**config.mk**
```make
export PLATFORM = sky130hd
export DESIGN_NAME = pwm_duty_frequency_meter_unit
export DESIGN_NICKNAME = d
export VERILOG_FILES = /design/src/rtl/pdfm_pkg.sv /design/src/rtl/pdfm_front.sv /design/src/rtl/pdfm_queue.sv /design/src/rtl/pdfm_back.sv /design/src/rtl/pwm_duty_frequency_meter_unit.sv
export SDC_FILE = /design/constraint.sdc
export NUM_CORES = 1
export LEC_CHECK = 0
export BUFFER_PORTS_ARGS = -buffer_cell sky130_fd_sc_hd__buf_2
export CORE_AREA = 3 3 267 217
export DETAILED_ROUTE_END_ITERATION = 8
export DIE_AREA = 0 0 270 220
export GPL_ROUTABILITY_DRIVEN = 0
export GPL_TIMING_DRIVEN = 0
export SLEW_MARGIN = 20
export SYNTH_ARGS = -nofsm -noshare
export SYNTH_HDL_FRONTEND = slang
export SYNTH_SLANG_ARGS = --single-unit
```
**constraint.sdc**
```tcl
create_clock -name clock -period 5.5 [get_ports clock]
set_input_delay 0.55 -clock clock [delete_from_list [all_inputs] [get_ports clock]]
set_output_delay 0.55 -clock clock [all_outputs]
set_load 0.02 [all_outputs]
```
**src/rtl/pdfm_pkg.sv**
```systemverilog
`default_nettype none

package pdfm_pkg;

   // Default width of the free-running capture counter.
   localparam int COUNT_WIDTH_DEF = 16;
   // Entries in the queue between the capture front and the divider back.
   localparam int QUEUE_DEPTH_DEF = 4;

   // Field widths of the streams.
   localparam int REQ_DATA_WIDTH = 8;
   localparam int RSP_DATA_WIDTH = 64;
   localparam int TICKS_WIDTH    = 16;
   localparam int DUTY_WIDTH     = 7;
   localparam int FREQ_WIDTH     = 23;
   localparam int RSP_PAD_WIDTH  = RSP_DATA_WIDTH - 2 * TICKS_WIDTH - DUTY_WIDTH - FREQ_WIDTH;

   // Tick rate register.
   localparam int                    RATE_WIDTH = 24;
   localparam logic [RATE_WIDTH-1:0] RATE_RESET = 24'd1000000;

   // Scale of the duty result.
   localparam int DUTY_SCALE = 100;

   // Capture sequence of the front.
   typedef enum logic [1:0] {
      PH_WAIT_RISE,
      PH_WAIT_FALL,
      PH_WAIT_SECOND
   } phase_type;

   // Sequence of the divider back.
   typedef enum logic [1:0] {
      BK_IDLE,
      BK_DUTY,
      BK_FREQ,
      BK_DONE
   } back_state_type;

   // Fill status of the job queue.
   typedef struct packed {
      logic full;
      logic empty;
   } qstat_type;

endpackage

`default_nettype wire

```
**src/rtl/pdfm_front.sv**
```systemverilog
`default_nettype none

module pdfm_front
   import pdfm_pkg::*;
#(
   parameter int CountWidth = COUNT_WIDTH_DEF
) (
   input  wire logic                      clock,
   input  wire logic                      reset,
   input  wire logic                      req_tvalid,
   output logic                           req_tready,
   input  wire logic [REQ_DATA_WIDTH-1:0] req_tdata,  // [0] signal_level
   input  wire qstat_type                 qstat,
   output logic                           push,
   output logic [2*CountWidth:0]          push_data   // {period, high, ok}
);

   phase_type              phase_ff, phase_in;
   logic                   prev_ff, prev_in;
   logic [CountWidth-1:0]  cnt_ff, cnt_in;
   logic [CountWidth-1:0]  first_ff, first_in;
   logic [CountWidth-1:0]  fall_ff, fall_in;

   logic                   take;
   logic                   level;
   logic                   rise;
   logic                   fall;
   logic                   job_ok;
   logic [CountWidth-1:0]  job_high;
   logic [CountWidth-1:0]  job_period;

   assign req_tready = !qstat.full;
   assign take       = req_tvalid && req_tready;
   assign level      = req_tdata[0];
   assign rise       = !prev_ff && level;
   assign fall       = prev_ff && !level;

   // Job fields for the tick that takes the second rising edge.
   assign job_ok     = (first_ff < fall_ff) && (fall_ff < cnt_ff);
   assign job_high   = fall_ff - first_ff;
   assign job_period = cnt_ff - first_ff;
   assign push_data  = {job_period, job_high, job_ok};

   always_ff @(posedge clock) begin
      if (reset) begin
         phase_ff <= PH_WAIT_RISE;
         prev_ff  <= 1'b1;
         cnt_ff   <= '0;
      end else begin
         phase_ff <= phase_in;
         prev_ff  <= prev_in;
         cnt_ff   <= cnt_in;
      end
      first_ff <= first_in;
      fall_ff  <= fall_in;
   end

   always_comb begin
      phase_in = phase_ff;
      prev_in  = prev_ff;
      cnt_in   = cnt_ff;
      first_in = first_ff;
      fall_in  = fall_ff;
      push     = 1'b0;
      if (take) begin
         prev_in = level;
         cnt_in  = cnt_ff + 1'b1;
         case (phase_ff)
            PH_WAIT_RISE: begin
               if (rise) begin
                  first_in = cnt_ff;
                  phase_in = PH_WAIT_FALL;
               end
            end
            PH_WAIT_FALL: begin
               if (fall) begin
                  fall_in  = cnt_ff;
                  phase_in = PH_WAIT_SECOND;
               end
            end
            PH_WAIT_SECOND: begin
               if (rise) begin
                  push     = 1'b1;
                  phase_in = PH_WAIT_RISE;
               end
            end
            default: begin
               phase_in = PH_WAIT_RISE;
            end
         endcase
      end
   end

endmodule

`default_nettype wire

```
**src/rtl/pdfm_queue.sv**
```systemverilog
`default_nettype none

module pdfm_queue
   import pdfm_pkg::*;
#(
   parameter int QueueDepth = QUEUE_DEPTH_DEF,
   parameter int EntryWidth = 2 * COUNT_WIDTH_DEF + 1
) (
   input  wire logic                  clock,
   input  wire logic                  reset,
   input  wire logic                  push,
   input  wire logic [EntryWidth-1:0] push_data,
   input  wire logic                  pop,
   output logic      [EntryWidth-1:0] pop_data,
   output qstat_type                  qstat
);

   localparam int PtrWidth   = $clog2(QueueDepth);
   localparam int CountWidth = $clog2(QueueDepth + 1);

   logic [EntryWidth-1:0] entry_ff [QueueDepth];
   logic [PtrWidth-1:0]   wr_ptr_ff, wr_ptr_in;
   logic [PtrWidth-1:0]   rd_ptr_ff, rd_ptr_in;
   logic [CountWidth-1:0] count_ff, count_in;

   assign qstat.full  = (count_ff == CountWidth'(QueueDepth));
   assign qstat.empty = (count_ff == '0);
   assign pop_data    = entry_ff[rd_ptr_ff];

   always_comb begin
      wr_ptr_in = wr_ptr_ff;
      rd_ptr_in = rd_ptr_ff;
      count_in  = count_ff;
      if (push) begin
         wr_ptr_in = (wr_ptr_ff == PtrWidth'(QueueDepth - 1)) ? '0 : wr_ptr_ff + 1'b1;
      end
      if (pop) begin
         rd_ptr_in = (rd_ptr_ff == PtrWidth'(QueueDepth - 1)) ? '0 : rd_ptr_ff + 1'b1;
      end
      if (push && !pop) begin
         count_in = count_ff + 1'b1;
      end else if (pop && !push) begin
         count_in = count_ff - 1'b1;
      end
   end

   always_ff @(posedge clock) begin
      if (reset) begin
         wr_ptr_ff <= '0;
         rd_ptr_ff <= '0;
         count_ff  <= '0;
      end else begin
         wr_ptr_ff <= wr_ptr_in;
         rd_ptr_ff <= rd_ptr_in;
         count_ff  <= count_in;
      end
      if (push) begin
         entry_ff[wr_ptr_ff] <= push_data;
      end
   end

   a_no_overflow: assert property (@(posedge clock) disable iff (reset)
      !(push && qstat.full))
      else $error("job pushed into a full queue");

   a_no_underflow: assert property (@(posedge clock) disable iff (reset)
      !(pop && qstat.empty))
      else $error("job popped from an empty queue");

   a_count_bound: assert property (@(posedge clock) disable iff (reset)
      count_ff <= CountWidth'(QueueDepth))
      else $error("queue fill count beyond depth");

endmodule

`default_nettype wire

```
**src/rtl/pdfm_back.sv**
```systemverilog
`default_nettype none

module pdfm_back
   import pdfm_pkg::*;
#(
   parameter int CountWidth = COUNT_WIDTH_DEF
) (
   input  wire logic                      clock,
   input  wire logic                      reset,
   input  wire logic [RATE_WIDTH-1:0]     rate_hz,
   input  wire qstat_type                 qstat,
   input  wire logic [2*CountWidth:0]     job_data,  // {period, high, ok}
   output logic                           pop,
   output logic                           rsp_tvalid,
   input  wire logic                      rsp_tready,
   output logic [RSP_DATA_WIDTH-1:0]      rsp_tdata,
   output logic                           rsp_tuser
);

   localparam int DivWidth  = (CountWidth + DUTY_WIDTH > RATE_WIDTH) ?
                              CountWidth + DUTY_WIDTH : RATE_WIDTH;
   localparam int StepWidth = $clog2(DivWidth);

   back_state_type              state_ff, state_in;
   logic [DivWidth-1:0]         num_ff, num_in;
   logic [CountWidth-1:0]       rem_ff, rem_in;
   logic [CountWidth-1:0]       den_ff, den_in;
   logic [StepWidth-1:0]        step_ff, step_in;
   logic                        ok_ff, ok_in;
   logic [TICKS_WIDTH-1:0]      high_ff, high_in;
   logic [TICKS_WIDTH-1:0]      period_ff, period_in;
   logic [DUTY_WIDTH-1:0]       duty_ff, duty_in;
   logic [FREQ_WIDTH-1:0]       freq_ff, freq_in;
   logic                        rsp_valid_ff, rsp_valid_in;
   logic [RSP_DATA_WIDTH-1:0]   rsp_data_ff, rsp_data_in;
   logic                        rsp_user_ff, rsp_user_in;

   logic                        job_ok;
   logic [CountWidth-1:0]       job_high;
   logic [CountWidth-1:0]       job_period;
   logic [DivWidth-1:0]         duty_num;
   logic [CountWidth:0]         rem_shift;
   logic [CountWidth:0]         rem_sub;
   logic                        take_bit;
   logic [CountWidth-1:0]       rem_next;
   logic [DivWidth-1:0]         num_next;
   logic                        last_step;
   logic                        out_free;

   assign job_ok     = job_data[0];
   assign job_high   = job_data[CountWidth:1];
   assign job_period = job_data[2*CountWidth:CountWidth+1];
   assign duty_num   = DivWidth'(job_high) * DivWidth'(DUTY_SCALE);

   // One restoring division step per cycle: quotient bits shift into num_ff.
   assign rem_shift = {rem_ff, num_ff[DivWidth-1]};
   assign rem_sub   = rem_shift - {1'b0, den_ff};
   assign take_bit  = (rem_shift >= {1'b0, den_ff});
   assign rem_next  = take_bit ? rem_sub[CountWidth-1:0] : rem_shift[CountWidth-1:0];
   assign num_next  = {num_ff[DivWidth-2:0], take_bit};
   assign last_step = (step_ff == '0);
   assign out_free  = !rsp_valid_ff || rsp_tready;

   assign rsp_tvalid = rsp_valid_ff;
   assign rsp_tdata  = rsp_data_ff;
   assign rsp_tuser  = rsp_user_ff;

   always_ff @(posedge clock) begin
      if (reset) begin
         state_ff     <= BK_IDLE;
         rsp_valid_ff <= 1'b0;
      end else begin
         state_ff     <= state_in;
         rsp_valid_ff <= rsp_valid_in;
      end
      num_ff      <= num_in;
      rem_ff      <= rem_in;
      den_ff      <= den_in;
      step_ff     <= step_in;
      ok_ff       <= ok_in;
      high_ff     <= high_in;
      period_ff   <= period_in;
      duty_ff     <= duty_in;
      freq_ff     <= freq_in;
      rsp_data_ff <= rsp_data_in;
      rsp_user_ff <= rsp_user_in;
   end

   always_comb begin
      state_in     = state_ff;
      num_in       = num_ff;
      rem_in       = rem_ff;
      den_in       = den_ff;
      step_in      = step_ff;
      ok_in        = ok_ff;
      high_in      = high_ff;
      period_in    = period_ff;
      duty_in      = duty_ff;
      freq_in      = freq_ff;
      rsp_data_in  = rsp_data_ff;
      rsp_user_in  = rsp_user_ff;
      rsp_valid_in = rsp_valid_ff && !rsp_tready;
      pop          = 1'b0;
      case (state_ff)
         BK_IDLE: begin
            if (!qstat.empty) begin
               pop    = 1'b1;
               num_in = duty_num;
               rem_in = '0;
               den_in = job_period;
               step_in = StepWidth'(DivWidth - 1);
               ok_in  = job_ok;
               if (job_ok) begin
                  high_in   = TICKS_WIDTH'(job_high);
                  period_in = TICKS_WIDTH'(job_period);
                  state_in  = BK_DUTY;
               end else begin
                  high_in   = '0;
                  period_in = '0;
                  duty_in   = '0;
                  freq_in   = '0;
                  state_in  = BK_DONE;
               end
            end
         end
         BK_DUTY: begin
            num_in  = num_next;
            rem_in  = rem_next;
            step_in = step_ff - 1'b1;
            if (last_step) begin
               duty_in  = num_next[DUTY_WIDTH-1:0];
               num_in   = DivWidth'(rate_hz);
               rem_in   = '0;
               step_in  = StepWidth'(DivWidth - 1);
               state_in = BK_FREQ;
            end
         end
         BK_FREQ: begin
            num_in  = num_next;
            rem_in  = rem_next;
            step_in = step_ff - 1'b1;
            if (last_step) begin
               freq_in  = num_next[FREQ_WIDTH-1:0];
               state_in = BK_DONE;
            end
         end
         BK_DONE: begin
            if (out_free) begin
               rsp_valid_in = 1'b1;
               rsp_user_in  = ok_ff;
               rsp_data_in  = {{RSP_PAD_WIDTH{1'b0}}, freq_ff, duty_ff, period_ff, high_ff};
               state_in     = BK_IDLE;
            end
         end
         default: begin
            state_in = BK_IDLE;
         end
      endcase
   end

   a_rem_below_divisor: assert property (@(posedge clock) disable iff (reset)
      (state_ff == BK_DUTY || state_ff == BK_FREQ) |-> (rem_ff < den_ff))
      else $error("division remainder reached the divisor");

   a_invalid_is_zero: assert property (@(posedge clock) disable iff (reset)
      (rsp_valid_ff && !rsp_user_ff) |-> (rsp_data_ff == '0))
      else $error("invalid measurement carries nonzero data");

   a_duty_bound: assert property (@(posedge clock) disable iff (reset)
      rsp_valid_ff |->
         (rsp_data_ff[2*TICKS_WIDTH +: DUTY_WIDTH] <= DUTY_WIDTH'(DUTY_SCALE)))
      else $error("duty result above full scale");

endmodule

`default_nettype wire

```
**src/rtl/pwm_duty_frequency_meter_unit.sv**
```systemverilog
`default_nettype none

// PWM duty and frequency meter. Each req transaction is one tick of the
// capture timebase and carries the sampled signal level. An internal
// COUNT_WIDTH-bit tick counter advances on every accepted sample and wraps.
// The block captures the counter at a rising edge, the following falling
// edge and the next rising edge; on that third capture it queues one
// measurement and starts waiting for a fresh rising edge. Each measurement
// produces one rsp transaction: rsp_tuser is 1 when the three captures rose
// strictly and 0 when the counter wrapped in between, in which case every
// data field is zero. Duty is high*100/period and frequency is
// tick_rate_hz/period, both truncated. The front accepts one sample per
// clock as long as the measurement queue (QUEUE_DEPTH entries) has room.
// The back runs a shared one-bit-per-cycle restoring divider twice per
// measurement, once for duty and once for frequency, while an invalid
// measurement skips the divider; req_tready drops only while the queue is
// full, which happens when measurements complete faster than the back can
// divide and deliver them.
// tick_rate_hz resets to 1000000 and is written through the csr channel,
// which is always ready; write it only while no measurement is in flight.

module pwm_duty_frequency_meter_unit
   import pdfm_pkg::*;
#(
   parameter int COUNT_WIDTH = COUNT_WIDTH_DEF,
   parameter int QUEUE_DEPTH = QUEUE_DEPTH_DEF
) (
   input  wire logic                      clock,
   input  wire logic                      reset,
   // Sample stream.
   input  wire logic                      req_tvalid,
   output logic                           req_tready,
   input  wire logic [REQ_DATA_WIDTH-1:0] req_tdata,  // [0] signal_level, rest zero
   // Measurement stream.
   output logic                           rsp_tvalid,
   input  wire logic                      rsp_tready,
   output logic [RSP_DATA_WIDTH-1:0]      rsp_tdata,  // [15:0] high_ticks, [31:16] period_ticks,
                                                      // [38:32] duty_percent,
                                                      // [61:39] frequency_hz, rest zero
   output logic                           rsp_tuser,  // [0] valid_res
   // Tick rate register write.
   input  wire logic                      csr_valid,
   output logic                           csr_ready,
   input  wire logic [RATE_WIDTH-1:0]     csr_wdata   // tick_rate_hz
);

   localparam int JobWidth = 2 * COUNT_WIDTH + 1;

   logic [RATE_WIDTH-1:0] rate_ff, rate_in;
   qstat_type             qstat;
   logic                  push;
   logic [JobWidth-1:0]   push_data;
   logic                  pop;
   logic [JobWidth-1:0]   pop_data;

   // The tick rate register takes every write transaction.
   assign csr_ready = 1'b1;
   assign rate_in   = (csr_valid && csr_ready) ? csr_wdata : rate_ff;

   always_ff @(posedge clock) begin
      if (reset) begin
         rate_ff <= RATE_RESET;
      end else begin
         rate_ff <= rate_in;
      end
   end

   // Edge detection and capture sequencing, one sample per clock while the queue has room.
   pdfm_front #(
      .CountWidth (COUNT_WIDTH)
   ) u_front (
      .clock      (clock),
      .reset      (reset),
      .req_tvalid (req_tvalid),
      .req_tready (req_tready),
      .req_tdata  (req_tdata),
      .qstat      (qstat),
      .push       (push),
      .push_data  (push_data)
   );

   // Completed capture triples waiting for the divider.
   pdfm_queue #(
      .QueueDepth (QUEUE_DEPTH),
      .EntryWidth (JobWidth)
   ) u_queue (
      .clock     (clock),
      .reset     (reset),
      .push      (push),
      .push_data (push_data),
      .pop       (pop),
      .pop_data  (pop_data),
      .qstat     (qstat)
   );

   // Duty and frequency division and the result register.
   pdfm_back #(
      .CountWidth (COUNT_WIDTH)
   ) u_back (
      .clock      (clock),
      .reset      (reset),
      .rate_hz    (rate_ff),
      .qstat      (qstat),
      .job_data   (pop_data),
      .pop        (pop),
      .rsp_tvalid (rsp_tvalid),
      .rsp_tready (rsp_tready),
      .rsp_tdata  (rsp_tdata),
      .rsp_tuser  (rsp_tuser)
   );

endmodule

`default_nettype wire

```
==> metrics.md, run 1 <==
| Metric | Value |
|---|---|
| Average wire per standard cell | 18.0 um |
| RR Endpoint | u_back.num_ff[21] |
| Max Clock Skew | 18.0 ps |
| Area delta synth->final | 17.0% |
| Ys async rst share | 0% |
| Internal Power | 8.20 mW |
| Achievable frequency | 195 MHz |
| Mapped Cells | 1441 |
| Yosys top cell area share | 54.5% |
| Tcrit/Tclk final | 93.3% |
| Hold Vio Cnt, Final | 0 |
| H-tree lvl count | 2 |
| Tot Pwr | 12.7 mW |
| Post-synth EDFFs | 351 |
| Max_cap viols | 0 |
| Starting Density | 35.0% |
| ANT cells | 0 |
| Worst-Skew Late Latency | 580 ps |
| Site Rows | 77 |
| Max-Slew Margin vs Limit | 32.3% |
| Gr ovfl total | 0 |
| Chip Width | 270 um |
| Vias in the first global route | 11.8k |
| Post-DRT Antenna Nets | 0 |
| Cell repeated most along the worst path | ha_1 |
| Hold Path Class | in -> reg |
| Post-route minimum period | 5130 ps |
| Share of layout cells above drive strength 1 | 16.8% |
| Crit path DAT | 5440 ps |
| Worst EP required | 5810 ps |
| Largest net degree at the start of global routing | 29 |
| Crit-path cells | clkbuf_4 > mux4_2 > ha_1 > ha_1 > fa_1 > ha_1 > o21ai_0 > o32ai_1 > o221ai_1 > a21oi_1 > a211oi_1 > mux2i_1 > o211ai_1 |
| First-pass GRT wire length | 67000 um |
| CTS tree | done |
| Core Region | 55200 um2 |
| Pre-antenna DRT Iters | 6 |
| Worst path slowest cell | mux4_2 |
| Clock power share | 25.3% |
| Critical Path End | u_back.num_ff[21] |
| Vias/cell | 4.99 |
| RSZ-0062 raised after global routing | false |
| Die H | 220 um |
| Die area | 59400 um2 |
| Post-Syn Area | 19300 um2 |
| Actual slew at the worst max-slew pin | 1000 ps |
| Worst R2R Setup Slack | 370 ps |
| Synth unique cells | 81 |
| Longest Clk Path Bufs | 3 |
| Total negative setup slack | 0 ps |
| CP max stage delay | 670 ps |
| Worst Path Max Fanout | 10 |
| Post-CTS Hold Buffers | 0 |
| Max-slew violation count | 0 |
| Initial drt markers | 948 |
| Hold_sp | csr_wdata[18] |
| Largest area contributor in the synthesized netlist | edfxtp_1 |
| Pwr Density | 563 nW/um2 |
| Final design utilization | 41.0% |
| Kind of critical path | reg -> reg |
| Final-report setup violation count | 0 |
| GR Util All Layers | 14.4% |
| DRC viols | 0 |
| Lkg Pwr | 8.50 nW |
| Synth Flop Type | edfxtp_1 |
| Yosys reg bits | 406 |
| Worst-path clk slew | 60 ps |
| Routed wire length | 42900 um |
| Status | complete, no violations |
| Ys Warns | 0 |
| Clock sink total | 406 |
| I/O pin count | 105 |
| Post-DP HPWL | 31500 um |
| Synth Area per Inst | 13.4 um2 |
| Sequential area share after synthesis | 60.2% |
| Worst R2R Path Depth | 13 |
| Port buffer count | 93 |
| Critical Path End Type | flip-flop |
| Clock Root Buffer | clkbuf_16 |
| Nets | 1775 |
| Initial antenna violation count | 0 |
| Top post-synthesis cells by area | edfxtp_1 55%, ha_1 8.3%, dfxtp_1 5.7%, mux4_2 3.8%, inv_1 2.3% |
| Peak VDD IR | 0.290 mV |
| Logic pwr share | 38.5% |
| Worst hold path depth | 2 |
| Startpoint types | flip-flop |
| Vias | 11.9k |
| Seq pwr share | 36.2% |
| Net switching power | 4.53 mW |
| Num CTS Buffers | 44 |
| Sw frac | 35.6% |
## per-layer routing
| metal | up-vias | global-route usage [%] | part of all wire [%] |
|---|---|---|---|
| met1 | 5895 | 20.6 | 48 |
| met2 | 284 | 22.4 | 45 |
| met5 | - | 0 | 0 |
| met4 | 0 | 4.05 | 1.8 |
| met3 | 49 | 2.65 | 5.6 |
| li1 | 5653 | - | - |
## worst min path at each step
stage | to | slack [ps]
2_1_floorplan | u_back.rsp_tdata[0] | 400
3_3_place_gp | u_back.rsp_tdata[18] | 400
3_5_place_dp | u_back.rsp_tdata[16] | 400
4_1_cts | rate_ff[18] | 140
5_1_grt | rate_ff[19] | 150
6_report | rate_ff[18] | 180
## cells by family (layout without fill, tap and decap cells)
group / Yosys count / after routing / share of synthesized area [%]
compound gates: 259 / 259 / 9.21
xor+xnor: 60 / 60 / 2.72
fa+ha+maj: 143 / 143 / 9.84
buf+inv: 164 / 353 / 3.47
flops: 406 / 406 / 60.2
mux: 59 / 59 / 5.20
other cells: 2 / 3 / 0.0388
simple gates: 348 / 348 / 9.32
## metrics by stage
| step | instance area, um2 | setup WS, ps | hold slack [ps] | instances |
|---|---|---|---|---|
| global placement | 20700 | 209 | 401 | 2285 |
| detailed placement | 21000 | 160 | 405 | 2300 |
| floorplan | 19300 | 1090 | 400 | 1442 |
| CTS | 22600 | 116 | 138 | 2382 |
| global route | 22600 | 4.82 | 152 | 2381 |
| finish | 22600 | 368 | 177 | 2381 |
## cells in the final DEF (no fill, tap or decap), types with 8 or more instances in the layout
master / instances
edfxtp_1: 351
ha_1: 128
inv_1: 116
buf_2: 103
nor2_1: 97
a21oi_1: 67
and2_1: 66
dfxtp_1: 55
nand2_1: 46
clkbuf_16: 46
xnor2_1: 42
o21ai_0: 41
mux4_2: 33
clkbuf_1: 31
nor3_1: 30
mux2i_1: 24
a21o_1: 22
nor2b_1: 21
a221oi_1: 21
a211oi_1: 20
nand3_1: 18
xor2_1: 18
fa_1: 15
nand2b_1: 11
o21a_1: 10
o21bai_1: 9
nand4_1: 9
a211o_1: 8
bufinv_16: 8
## synth_stat cells, drive strengths merged, types with 21 or more instances
master / count
and2: 72
o21ai: 48
a21oi: 68
ha: 128
nor2: 98
mux2i: 24
mux4: 33
dfxtp: 55
clkbuf: 30
a221oi: 21
edfxtp: 351
nor2b: 22
a211oi: 21
inv: 117
nand2: 48
a21o: 23
xnor2: 42
nor3: 32
## final cells by class
class	count	area, um2
repair buffers	108	698
flip-flops and latches	406	11600
plain buffers	45	233
multi-input cells	872	7080
clock buffers	54	1210
clock inverters	28	392
well taps	750	938
inverters	118	443
fillers	5046	32600
## critical path, delay by kind of cell, from the launching register on
family	cells	cell delay [ps]
DFF	1	570
adders and majority gates	4	1490
AOI/OAI and AO/OA	6	1490
buffers and inverters	1	390
muxes	2	910
## timing repair
action                     CTS  global route
setup endpoints to repair    0             5
buffers inserted             0             0
resized for setup            0             7
## flip-flops by register name, indices dropped and copies added, names as in the netlist, 3 cells and up, named ones only
signal            cells
rate_ff              24
u_front.fall_ff      16
u_back.freq_ff       23
u_back.num_ff        24
u_queue.entry_ff    132
u_back.period_ff     16
u_back.high_ff       16
u_front.first_ff     16
u_back.rem_ff        16
u_front.cnt_ff       16
u_queue.count_ff      3
u_back.rsp_tdata     62
u_back.den_ff        16
u_back.step_ff        5
u_back.duty_ff        7
## power groups by stage
stage                     Combinational [mW]  Sequential, mW  Clock (mW)
final                                   4.91            4.61        3.22
after global routing                    5.49            4.66        3.43
after CTS                               4.90            4.61        3.31
after detailed placement                4.85            4.67           0
after global placement                  4.63            4.72           0
after floorplan                         3.44            4.64           0
No activity file was read; power rests on OpenSTA's default activity.
==> run 2, diff against run 1 <==
--- a/config.mk
+++ b/config.mk
@@ -6,12 +6,13 @@
 export NUM_CORES = 1
 export LEC_CHECK = 0
 export BUFFER_PORTS_ARGS = -buffer_cell sky130_fd_sc_hd__buf_2
-export CORE_AREA = 3 3 267 217
+export CORE_AREA = 3 3 269 218
 export DETAILED_ROUTE_END_ITERATION = 8
-export DIE_AREA = 0 0 270 220
+export DIE_AREA = 0 0 272 221
 export GPL_ROUTABILITY_DRIVEN = 0
 export GPL_TIMING_DRIVEN = 0
 export SLEW_MARGIN = 20
 export SYNTH_ARGS = -nofsm -noshare
 export SYNTH_HDL_FRONTEND = slang
+export SYNTH_HIERARCHICAL = 1
 export SYNTH_SLANG_ARGS = --single-unit
==> run 2 against run 1 <==
Against the previous run:
- register-to-register slack improved by 600 ps
- final cell count increased by 0.92%
- routed wire length shrank 3.8%
- sequential share of layout area fell by 0.44 points
- combinational power is 21% higher
- flip-flop and latch count unchanged
- synthesized cell count rose by 0.90%
- design area rose by 0.86%
- utilization decreased by 0.46 points
- worst setup slack better by 600 ps
- largest power group unchanged
- area after synthesis is 1.4% higher
- first-iteration DRC count is 8.2% higher
==> metrics.md, run 2 <==
| Metric | Value |
|---|---|
| Area delta synth->final | 16.4% |
| Die area | 60100 um2 |
| Crit path max-delay family | adder cells |
| Sequential area share after synthesis | 59.4% |
| Sw frac | 36.7% |
| Synth Area per Inst | 13.5 um2 |
| Chip Width | 272 um |
| Most frequent cells in the layout | 351 x edfxtp_1, 126 x ha_1, 115 x inv_1 |
| Lkg Pwr | 8.58 nW |
| Achievable frequency | 220 MHz |
| Final-report setup violation count | 0 |
| Worst EP required | 5900 ps |
| Ys async rst share | 0% |
| Post-CTS Hold Buffers | 0 |
| Top post-synthesis cells by area | edfxtp_1 54%, ha_1 8.0%, dfxtp_1 5.6%, mux4_2 3.4%, and2_1 2.2% |
| Nets | 1785 |
| Worst-path clk slew | 60 ps |
| Average wire per standard cell | 17.2 um |
| Critical Path End Type | flip-flop |
| Vias in the first global route | 11.6k |
| Sequential cell area | 11600 um2 |
| Most numerous cell in the Yosys netlist | edfxtp_1 |
| Longest Clk Path Bufs | 3 |
| RSZ-0062 raised after global routing | false |
| Initial drt markers | 1026 |
| Internal Power | 8.64 mW |
| Footprint of the multi-input gates | 7290 um2 |
| I/O pin count | 105 |
| Max-slew violation count | 0 |
| Vias | 11.9k |
| Actual slew at the worst max-slew pin | 854 ps |
| Seq pwr share | 34.0% |
| Pwr Density | 597 nW/um2 |
| Max reg flops | 132 |
| Synth Flop Type | edfxtp_1 |
| Critical path buffers and inverters | 2 |
| Total negative setup slack | 0 ps |
| CTS tree | done |
| Yosys reg bits | 406 |
| Post-CTS Repair Setup Buffers | 0 |
| Initial antenna violation count | 0 |
| Commonest non-fill, non-tap cell in the layout | edfxtp_1 |
| Ys Warns | 6 |
| Placed cell count | 2321 |
| First-pass GRT wire length | 65700 um |
| Tcrit/Tclk final | 82.5% |
| Largest net degree at the start of global routing | 29 |
| DRC viols | 0 |
| Post-synth EDFFs | 351 |
| Hold Path Class | in -> reg |
| Clock Root Buffer | clkbuf_16 |
| H-tree lvl count | 2 |
| Port buffer count | 94 |
| Fill cells | 5215 |
| Die H | 221 um |
| Mapped Cells | 1454 |
| Share of layout cells above drive strength 1 | 16.5% |
| Routed wire length | 41200 um |
| Site Rows | 78 |
| Gr ovfl total | 0 |
| Max_cap viols | 0 |
| Core Region | 56300 um2 |
| Starting Density | 34.8% |
| CP max stage delay | 510 ps |
| Logic pwr share | 43.7% |
| Max-Slew Margin vs Limit | 42.7% |
| Tot Pwr | 13.6 mW |
| Peak VDD IR | 0.305 mV |
| Yosys top cell area share | 53.8% |
| Clock sink total | 406 |
| Crit path DAT | 4940 ps |
| Vias/cell | 4.94 |
| Post-DP HPWL | 30000 um |
| Startpoint types | flip-flop |
| Hold Vio Cnt, Final | 0 |
| Post-route minimum period | 4540 ps |
| Synth unique cells | 96 |
| Pre-antenna DRT Iters | 6 |
| Crit-path cells | clkbuf_1 > buf_2 > mux4_2 > ha_1 > ha_1 > fa_1 > ha_1 > nor2b_4 > o31a_1 > o311ai_4 > a211oi_1 > or4_1 > o211ai_1 |
| Max Clock Skew | 24.1 ps |
| Post-DRT Antenna Nets | 0 |
| Largest Register | u_queue/entry_ff |
| Largest area contributor in the synthesized netlist | edfxtp_1 |
| Num CTS Buffers | 44 |
| Post_cts resized | 0 |
| Layout Cells excl Fill | 2403 |
| Cell repeated most along the worst path | ha_1 |
| Worst Path Max Fanout | 10 |
| Post-Syn Area | 19600 um2 |
| Clock power share | 22.3% |
| Kind of critical path | reg -> reg |
| GR Util All Layers | 13.7% |
| Synth top cells by count | 351 x edfxtp_1, 126 x ha_1, 115 x inv_1 |
| Worst path slowest cell | mux4_2 |
| Worst-Skew Late Latency | 560 ps |
| Status | complete, no violations |
| Net switching power | 5.00 mW |
-- run 2: cell count changes after synthesis, sizes merged, moves of 6 or more --
cell	previous run	this run
a211oi	21	12
a221o	0	9
a221oi	21	5
a31oi	3	11
and3	5	13
buf	15	21
clkbuf	30	24
nand2	48	63
nor2	98	83
o21bai	10	2
-- run 2: worst register-to-register path, stage by stage (launching register included) --
cell,delay (ps)
dfxtp_1,300
clkbuf_1,260
buf_2,350
mux4_2,510
ha_1,350
ha_1,310
fa_1,460
ha_1,360
nor2b_4,150
o31a_1,310
o311ai_4,340
a211oi_1,160
or4_1,410
o211ai_1,100
-- run 2: cells by family after synthesis --
logic type | share of synthesized area [%]
compound gates | 9.62
simple gates | 9.99
other cells | 0.0383
fa+ha+maj | 9.57
flops | 59.4
mux | 5.18
xor+xnor | 2.46
buf+inv | 3.77
-- run 2: area by class of cell --
class | count | share of cell area, %
antenna | 1 | 0.0110
buffer | 45 | 1.33
clock buffer | 51 | 4.94
clock inverter | 30 | 1.65
inverter | 116 | 1.91
multi-input combinational | 888 | 31.9
sequential | 406 | 51.0
tap | 760 | 4.17
timing repair buffer | 106 | 3.06
-- run 2: final timing paths --
check | from | to | slack [ps] | cells past startpoint
worst min-delay path | csr_wdata[9] | rate_ff[9] | 200 | 2
worst min register to register | u_back/period_ff[10] | u_back/rsp_tdata[26] | 420 | 0
worst max-delay path | flip-flop | u_back/num_ff[22] | 960 | 13
worst max register to register | flip-flop | u_back/num_ff[22] | 960 | 13
-- run 2: power groups by stage --
stage                     registers [mW]  logic, mW  clock network (mW)
final                               4.63       5.96                3.04
after global routing                4.70       6.71                3.26
after CTS                           4.64       5.97                3.14
after detailed placement            4.70       5.93                   0
after global placement              4.76       5.65                   0
after floorplan                     4.69       4.34                   0
-- run 2: per-layer routing --
layer | up-vias | GRT usage, % | wire (um)
met5 | - | 0 | 0
met4 | 0 | 2.92 | 619
met3 | 51 | 2.67 | 2140
met2 | 266 | 21.0 | 18300
met1 | 5802 | 20.1 | 20200
li1 | 5744 | - | -
-- run 2: per-stage QoR --
stage,cell area (um2),utilization (%),setup slack (ps),hold slack (ps)
final,22800,40.5,964,200
after global routing,22800,40.5,730,180
after CTS,22800,40.5,955,158
after detailed placement,21300,37.9,944,405
after global placement,21000,37.4,-795,405
after floorplan,19600,-,1050,400
